[src/hdl/bipbuf_pkg.sv]
// Package for the bipartite buffer index manager: request codes and defaults.
package bipbuf_pkg;

	typedef enum logic [1:0] {
		ACT_WRITE_ACQUIRE = 2'd0,
		ACT_WRITE_RELEASE = 2'd1,
		ACT_READ_ACQUIRE  = 2'd2,
		ACT_READ_RELEASE  = 2'd3
	} action_t;

	localparam int MAX_DEPTH_DEFAULT = 4096;
	localparam int SIZE_RESET        = 4096;

endpackage

[src/hdl/bipartite_buffer_index_manager.sv]
// Bipartite buffer index manager: write, read and invalidate indexes with wrap flags.

// One item is accepted on any cycle with start high. busy is always low. The
// result of each item appears on the result ports after the input and result
// registers, for one cycle, marked by strobe. The receiver cannot stall.
// An input register and a result register sit around one short pass of
// compares and adds on the index registers. State updated by one item is
// seen by the next item, even when it follows in the very next cycle.
// Writing buffer_size (clamped to 1..MAX_DEPTH) also clears all indexes and
// both wrap flags. Do not write it while an item is still in flight.
// A release that would run past the buffer end returns error and leaves all
// state, wrap flags included, unchanged.
module bipartite_buffer_index_manager #(
	parameter int MAX_DEPTH = bipbuf_pkg::MAX_DEPTH_DEFAULT
) (
	input  logic                               clk,
	input  logic                               arst_n,
	input  logic                               cfg_we,
	input  logic [$clog2(MAX_DEPTH+1)-1:0]     buffer_size,
	input  logic                               start,
	output logic                               busy,
	input  logic [1:0]                         action,
	input  logic [$clog2(MAX_DEPTH+1)-1:0]     amount,
	output logic                               strobe,
	output logic                               granted,
	output logic [$clog2(MAX_DEPTH)-1:0]       offset,
	output logic [$clog2(MAX_DEPTH+1)-1:0]     available,
	output logic                               error
);
	import bipbuf_pkg::*;

	localparam int IDX_W    = $clog2(MAX_DEPTH);
	localparam int CNT_W    = $clog2(MAX_DEPTH + 1);
	localparam int RST_SIZE = (SIZE_RESET > MAX_DEPTH) ? MAX_DEPTH : SIZE_RESET;

	// input register
	logic             valid_s1;
	action_t          action_s1;
	logic [CNT_W-1:0] amount_s1;

	// index state
	logic [CNT_W-1:0] size_q;
	logic [IDX_W-1:0] write_index_q;
	logic [IDX_W-1:0] read_index_q;
	logic [CNT_W-1:0] invalidate_index_q;
	logic             write_wrap_q;
	logic             read_wrap_q;

	// result register
	logic             strobe_q;
	logic             granted_q;
	logic [IDX_W-1:0] offset_q;
	logic [CNT_W-1:0] available_q;
	logic             error_q;

	logic [CNT_W-1:0] w_c, r_c;
	logic [CNT_W-1:0] free_c, lin_c, linfree_c;
	logic [CNT_W-1:0] wbase_c, ninv_c, wnew_c, rbase_c, rnew_c;
	logic [CNT_W:0]   wsum_c, rsum_c;
	logic [CNT_W-1:0] size_cfg_c;

	logic             granted_c, error_c;
	logic [IDX_W-1:0] offset_c;
	logic [CNT_W-1:0] avail_c;
	logic             set_wwrap_c, set_rwrap_c;
	logic             upd_w_c, upd_r_c;

	assign busy = 1'b0;

	always_comb begin
		if (buffer_size == '0) begin
			size_cfg_c = CNT_W'(1);
		end else if (buffer_size > CNT_W'(MAX_DEPTH)) begin
			size_cfg_c = CNT_W'(MAX_DEPTH);
		end else begin
			size_cfg_c = buffer_size;
		end
	end

	always_comb begin
		w_c = CNT_W'(write_index_q);
		r_c = CNT_W'(read_index_q);

		free_c    = (r_c > w_c) ? (r_c - w_c - CNT_W'(1)) : (size_q - (w_c - r_c) - CNT_W'(1));
		lin_c     = size_q - w_c;
		linfree_c = (free_c < lin_c) ? free_c : lin_c;

		// write release: a pending wrap restarts at zero and marks the old end
		wbase_c = write_wrap_q ? '0 : w_c;
		wsum_c  = (CNT_W+1)'(wbase_c) + (CNT_W+1)'(amount_s1);
		ninv_c  = write_wrap_q ? w_c : invalidate_index_q;
		if (wsum_c[CNT_W-1:0] > ninv_c) begin
			ninv_c = wsum_c[CNT_W-1:0];
		end
		wnew_c = (wsum_c[CNT_W-1:0] == size_q) ? '0 : wsum_c[CNT_W-1:0];

		rbase_c = read_wrap_q ? '0 : r_c;
		rsum_c  = (CNT_W+1)'(rbase_c) + (CNT_W+1)'(amount_s1);
		rnew_c  = (rsum_c[CNT_W-1:0] == size_q) ? '0 : rsum_c[CNT_W-1:0];

		granted_c   = 1'b0;
		offset_c    = '0;
		avail_c     = '0;
		error_c     = 1'b0;
		set_wwrap_c = 1'b0;
		set_rwrap_c = 1'b0;
		upd_w_c     = 1'b0;
		upd_r_c     = 1'b0;

		case (action_s1)
			ACT_WRITE_ACQUIRE: begin
				if (amount_s1 <= linfree_c) begin
					granted_c = 1'b1;
					offset_c  = write_index_q;
				end else if (amount_s1 <= free_c - linfree_c) begin
					granted_c   = 1'b1;
					set_wwrap_c = 1'b1;
				end
			end
			ACT_WRITE_RELEASE: begin
				if (wsum_c > (CNT_W+1)'(size_q)) begin
					error_c = 1'b1;
				end else begin
					upd_w_c = 1'b1;
				end
			end
			ACT_READ_ACQUIRE: begin
				if (r_c == w_c) begin
					granted_c = 1'b0;
				end else if (r_c < w_c) begin
					granted_c = 1'b1;
					offset_c  = read_index_q;
					avail_c   = w_c - r_c;
				end else if (r_c >= invalidate_index_q) begin
					// reader has hit the mark: wrap to the start
					granted_c   = 1'b1;
					set_rwrap_c = 1'b1;
					avail_c     = w_c;
				end else begin
					granted_c = 1'b1;
					offset_c  = read_index_q;
					avail_c   = invalidate_index_q - r_c;
				end
			end
			ACT_READ_RELEASE: begin
				if (rsum_c > (CNT_W+1)'(size_q)) begin
					error_c = 1'b1;
				end else begin
					upd_r_c = 1'b1;
				end
			end
			default: begin
				error_c = 1'b0;
			end
		endcase
	end

	always_ff @(posedge clk or negedge arst_n) begin
		if (!arst_n) begin
			valid_s1           <= 1'b0;
			strobe_q           <= 1'b0;
			size_q             <= CNT_W'(RST_SIZE);
			write_index_q      <= '0;
			read_index_q       <= '0;
			invalidate_index_q <= '0;
			write_wrap_q       <= 1'b0;
			read_wrap_q        <= 1'b0;
		end else begin
			valid_s1 <= start;
			strobe_q <= valid_s1;
			if (cfg_we) begin
				size_q             <= size_cfg_c;
				write_index_q      <= '0;
				read_index_q       <= '0;
				invalidate_index_q <= '0;
				write_wrap_q       <= 1'b0;
				read_wrap_q        <= 1'b0;
			end else if (valid_s1) begin
				if (set_wwrap_c) begin
					write_wrap_q <= 1'b1;
				end
				if (set_rwrap_c) begin
					read_wrap_q <= 1'b1;
				end
				if (upd_w_c) begin
					write_wrap_q       <= 1'b0;
					write_index_q      <= wnew_c[IDX_W-1:0];
					invalidate_index_q <= ninv_c;
				end
				if (upd_r_c) begin
					read_wrap_q  <= 1'b0;
					read_index_q <= rnew_c[IDX_W-1:0];
				end
			end
		end
	end

	always_ff @(posedge clk) begin
		if (start) begin
			action_s1 <= action_t'(action);
			amount_s1 <= amount;
		end
		granted_q   <= granted_c;
		offset_q    <= offset_c;
		available_q <= avail_c;
		error_q     <= error_c;
	end

	assign strobe    = strobe_q;
	assign granted   = granted_q;
	assign offset    = offset_q;
	assign available = available_q;
	assign error     = error_q;

	a_write_index_in_range: assert property (@(posedge clk) disable iff (!arst_n)
		CNT_W'(write_index_q) < size_q)
		else $error("write index at or past buffer size");

	a_read_index_in_range: assert property (@(posedge clk) disable iff (!arst_n)
		CNT_W'(read_index_q) < size_q)
		else $error("read index at or past buffer size");

	a_mark_in_range: assert property (@(posedge clk) disable iff (!arst_n)
		invalidate_index_q <= size_q)
		else $error("invalidate mark past buffer size");

	a_result_latency: assert property (@(posedge clk) disable iff (!arst_n)
		(start && !busy) |=> ##1 strobe)
		else $error("item result not delivered two cycles after accept");

	a_error_not_granted: assert property (@(posedge clk) disable iff (!arst_n)
		(strobe && error) |-> !granted)
		else $error("release error reported together with a grant");

endmodule
[config.mk]
export PLATFORM = sky130hd
export DESIGN_NAME = bipartite_buffer_index_manager
export DESIGN_NICKNAME = d
export VERILOG_FILES = /design/src/hdl/bipbuf_pkg.sv /design/src/hdl/bipartite_buffer_index_manager.sv
export SDC_FILE = /design/constraint.sdc
export NUM_CORES = 1
export LEC_CHECK = 0
export ABC_AREA = 1
export CELL_PAD_IN_SITES_DETAIL_PLACEMENT = 1
export CELL_PAD_IN_SITES_GLOBAL_PLACEMENT = 1
export CORE_ASPECT_RATIO = 2
export CORE_MARGIN = 2
export CORE_UTILIZATION = 25
export DETAILED_ROUTE_END_ITERATION = 12
export DONT_BUFFER_PORTS = 1
export PLACE_DENSITY = 0.58
export SKIP_CTS_REPAIR_TIMING = 1
export SLEW_MARGIN = 20
export SYNTH_ARGS = -nofsm -noshare
export SYNTH_HDL_FRONTEND = slang
export SYNTH_SLANG_ARGS = --single-unit
[constraint.sdc]
create_clock -name clk -period 19.6 [get_ports clk]
set_input_delay 1.96 -clock clk [delete_from_list [all_inputs] [get_ports clk]]
set_output_delay 1.96 -clock clk [all_outputs]
set_load 0.01 [all_outputs]
Yosys cells after proc, flatten, opt, wreduce, memory -nomap -nowiden
Index checks and enable logic that the tools add are counted.
W data, S select, Z words.
Cells by class
  $add $sub $neg: 10
  multiply operators: 0
  div/mod/pow operators: 0
  $lt $le $gt $ge: 10
  equal/unequal tests: 6
  shift operators: 0
  muxes and demuxes: 51
  bitwise operators: 1
  reduce and logical (&&, ||, !) cells: 12
Operator list (number)
  $mux W12: 14
  $mux W13: 11
  $add A12 B13 Y14: 2
  $gt A14 B13 Y1: 2
  $eq A13 B13 Y1: 2
  $le A13 B13 Y1: 2
  $sub A12 B12 Y13: 2
  $sub A13 B1 Y13 const B: 2
  $sub A13 B12 Y13: 2
  $sub A13 B13 Y13: 2
  $pmux W12 S2: 1
  $mux W1: 23
  $ge A12 B13 Y1: 1
  $gt A13 B13 Y1: 1
  $gt A13 B13 Y1 const B: 1
  $logic_not A13 Y1: 1
  $lt A13 B13 Y1: 1
  $eq A12 B12 Y1: 1
  $gt A12 B12 Y1: 1
  $lt A12 B12 Y1: 1
  $reduce_and A2 Y1: 4
  $reduce_bool A2 Y1: 3
  $reduce_bool A3 Y1: 2
  $eq A2 B2 Y1 const B: 2
  5 further kinds: 6
Word-level totals
  flip-flop bits (word level): 96
  latch bits: 0
  RAM bits: 0
  ROM bits: 0
  input port bits: 32
  output and inout bits: 29
  word-level logic and storage cells: 104
  memories kept: 0

Longest topological paths before layout
  depth after elaboration: 15
  depth in mapped cells: 51
  gate-level depth less buffers: 48

Worst setup path before layout
OpenSTA, ideal clock, no wires.
  kind: reg-to-reg
  start: reg write_index_q[0]
  end: reg write_wrap_q
  setup time: 0.133 ns
  arrival time: 6.907 ns
  data required time: 19.467 ns
  setup slack: 12.560 ns
  stages on the path, launching flop included: 51
  buffers on the path: 3
  clock period less this slack: 7.040 ns
  cell sequence: dfrtp_1 > inv_1 > ha_1 > fa_1 > xor2_1 > ha_1 > a21oi_1 > nand2_1 > nand2_1 > nand2_1 > a21oi_1 > nand3b_1 > nand3_1 > nand2_1 > inv_1 > nand3_1 > nand2_1 > nand3_1 > [15 not listed] > ha_1 > inv_1 > ha_1 > inv_1 > nand2_1 > a21oi_2 > o21ai_1 > xnor2_1 > ha_1 > nand2_1 > o21ai_0 > a31oi_1 > o21ai_0 > nand3_1 > a32oi_1 > nor4_1 > nand3_1 > a21oi_1
Between the ends
  word-level cells in the longest chain between the ends: 13
  elaborated cells on any way between the ends: 26
  those cells by class: add/sub (8); order compare (5); mux (11); reduce/logical (2)
Ends and longest elaborated chain
  from (decl): line bipartite_buffer_index_manager.sv:43  | logic [IDX_W-1:0] write_index_q;
  from (signal assigned): line bipartite_buffer_index_manager.sv:187  | write_index_q <= wnew_c[IDX_W-1:0];
  $sub A12 B12 Y13: line bipartite_buffer_index_manager.sv:84  | free_c = (r_c > w_c) ? (r_c - w_c - CNT_W'(1)) : (size_q - (w_c - r_c) - CNT_W'(1));
  $sub A13 B13 Y13: line bipartite_buffer_index_manager.sv:84
  $sub A13 B1 Y13: line bipartite_buffer_index_manager.sv:84
  $mux W13: line bipartite_buffer_index_manager.sv:84
  $lt A13 B13 Y1: line bipartite_buffer_index_manager.sv:86  | linfree_c = (free_c < lin_c) ? free_c : lin_c;
  $mux W13: line bipartite_buffer_index_manager.sv:86
  $sub A13 B13 Y13: line bipartite_buffer_index_manager.sv:115  | end else if (amount_s1 <= free_c - linfree_c) begin
  $le A13 B13 Y1: line bipartite_buffer_index_manager.sv:115
  $mux W1: line bipartite_buffer_index_manager.sv:115
  $mux W1: line bipartite_buffer_index_manager.sv:112  | if (amount_s1 <= linfree_c) begin
  $mux W1: line bipartite_buffer_index_manager.sv:110  | case (action_s1)
  $reduce_bool A3 Y1 (no line)
  $reduce_and A2 Y1 (no line)
  to (signal assigned): line bipartite_buffer_index_manager.sv:166  | write_wrap_q <= 1'b0;
  to (signal assigned): line bipartite_buffer_index_manager.sv:176  | write_wrap_q <= 1'b0;
  to (signal assigned): line bipartite_buffer_index_manager.sv:180  | write_wrap_q <= 1'b1;
  to (decl): line bipartite_buffer_index_manager.sv:46  | logic write_wrap_q;
Several ways; a longest one is shown, not always the timed one. The select of a mux whose other input is x is not followed.
A chain may end at the register's enable or synchronous reset.

Final worst setup path
  start: reg write_index_q[2]
  end: reg write_wrap_q
The elaborated chain is that of the path after synthesis.

==> run metrics <==
CP endpoint kind flip-flop; antenna-violating nets left 0; CTS Buffer Depth 2; first-pass GRT wire length 65,700 um; GRT Total Usage 20.2%; Area after DPL 11,200 um2; Synth async-reset ratio 56.3%; core area 42,300 um2; crit path kind reg2reg; grt ovf 0; worst hold path class reg2reg; Hold WS 454 ps; Root Driver clkbuf_16; Non-Filler Instances 2,031; # IOs 61; crit path DAT 8570 ps; clock transition at the registers of the reported paths 80 ps; worst vdd ir 0.203 mV; die width 150 um; drt pass-1 iters 5; pwr/cell area 211 nW/um2; DP HPWL 37,300 um; diode count 0; cell mode on critical path nand2_1; via count 10,154; number of buffers added on ports 0; final setup margin 11,260 ps; H-Tree Depth 3; Worst Tran Pin Value 992 ps; largest net degree at the start of global routing 55; Final Instance Area 11,500 um2; TNS Setup 0 ps; fmax 120 MHz; Hold Vio Cnt, Final 0; cts bufs inserted 9; clk_lat worst skew 380 ps; Total Power 2.42 mW; clk sinks 96; Largest stage delay, worst path 460 ps; Avg Inst Size Synth 7.11 um2; Layout Utilization 27.2%; Synth warnings 0; count of flip-flops with a built-in enable after synthesis 15; Clock Skew 14.4 ps; Critical Path Slowest Stage Cell dfrtp_1; placed insts 2,015; Max-cap violations 0; WL/cell 21.7 um; Worst Path Required 19,830 ps; CP Launch Type flip-flop; max-slew violations 0; initial core utilization 25.2%; area growth from synthesis to layout 7.86%; Critical Path Fanout Max 32; fin crit period 8340 ps; Core Rows 107; synth unique cells 64; CTS tree built; number of global-route vias before repair 10,323; Final #Nets 1,675; register bit total from synthesis 96; share of cells above drive strength 1 7.27%; Fill cells 5,343; Final period util 42.6%; initial antenna violation count 0; Mapped Cells 1,499; vias per cell 5.00; detailed-route DRC error count 0; main flop type after synthesis dfrtp_1; # setup viols final 0; pre-CTS setup slack 11,380 ps; Iteration-0 DRC Markers 534; GPL Wtd Cong 0.905; die area 44,400 um2; Cell Area, Synth 10,700 um2; Syn Nets 1,693; status complete, no violations; register area share after synthesis 22.0%; Static Leak 5.74 nW; RSZ-0062 raised after global routing false; Relative slew margins 33.1%; drt total wl 44,100 um; chip height 296 um
-- synthesized netlist by cell type, drive strengths merged (13+ instances only) --
master / instances / share of area [%]
dfxtp: 27 / 5.1
o21ai: 143 / 6.9
nor3: 16 / 0.89
xor2: 42 / 3.5
dfrtp: 53 / 12
buf: 15 / 1.0
clkbuf: 17 / 0.60
inv: 200 / 7.0
a21oi: 117 / 5.6
xnor2: 17 / 1.4
nand3: 120 / 6.9
ha: 156 / 18
nand4: 18 / 1.2
nor2: 86 / 3.2
o21bai: 13 / 1.0
edfxtp: 15 / 4.2
nand2: 359 / 14
-- cell usage in the layout (no fill, tap or decap), types with 15 or more instances in the layout --
| cell | instances |
|---|---|
| nand2_1 | 332 |
| inv_1 | 192 |
| ha_1 | 156 |
| o21ai_0 | 133 |
| a21oi_1 | 113 |
| nand3_1 | 98 |
| nor2_1 | 79 |
| dfrtp_1 | 53 |
| xor2_1 | 42 |
| dfxtp_1 | 27 |
| nand3_2 | 19 |
| nand2_2 | 18 |
| nand4_1 | 17 |
| xnor2_1 | 17 |
| edfxtp_1 | 15 |
-- flip-flops by register name, indices dropped and copies added, names as in the netlist --
name	flops
error	1
action_s1	2
granted	1
write_index_q	12
amount_s1	13
offset	12
write_wrap_q	1
strobe	1
size_q	13
invalidate_index_q	13
available	13
read_index_q	12
valid_s1	1
read_wrap_q	1
-- metal layers --
metal | up-vias | routed length, um | GRT usage, %
li1 | 4989 | - | -
met1 | 4873 | 19500 | 25.9
met2 | 241 | 21600 | 34.7
met3 | 51 | 1700 | 2.65
met4 | 0 | 1340 | 6.53
met5 | - | 0 | 0
-- critical path, delay by kind of cell, from the launching register on --
kind                     cells  cell delay [ps]
AO/OA/AOI/OAI               12             2730
adder cells (fa/ha/maj)      6             1900
AND/OR/NAND/NOR             16             1590
XOR/XNOR                     3              600
buffers and inverters        5              520
flip-flops                   1              460
multiplexers                 1              400
-- final timing paths --
path                                        from                endpoint  slack [ps]  cells past startpoint
max in group asynchronous                 arst_n              size_q[12]       18110                      0
worst min register to register          valid_s1                  strobe         450                      0
worst max register to register  write_index_q[2]            write_wrap_q       11260                     43
min in group asynchronous                 arst_n  invalidate_index_q[10]        1270                      0
worst max-delay path            write_index_q[2]            write_wrap_q       11260                     43
worst min-delay path                    valid_s1                  strobe         450                      0
-- report_power, final --
part	total (mW)	switching (mW)	internal, mW
Sequential	0.248	0.0290	0.219
Clock	0.186	0.0950	0.0909
Combinational	1.99	1.30	0.686
Total	2.42	1.43	0.996
-- cells by family after synthesis --
family / share of synthesized area [%]
AND/OR/NAND/NOR: 27.6
AO/OA/AOI/OAI: 17.3
buffers and inverters: 8.71
adder cells (fa/ha/maj): 19.4
flip-flops: 22.0
XOR/XNOR: 4.85
other: 0.0352
multiplexers: 0.0939
-- cell type report --
class	count	area, um2	area share [%]
multi-input combinational	1170	7400	64.4
sequential	96	2340	20.4
inverter	201	754	6.57
tap	545	682	5.93
clock buffer	9	225	1.96
clock inverter	7	68.8	0.599
timing repair buffer	3	22.5	0.196
Power figures use the tool's default switching activity.
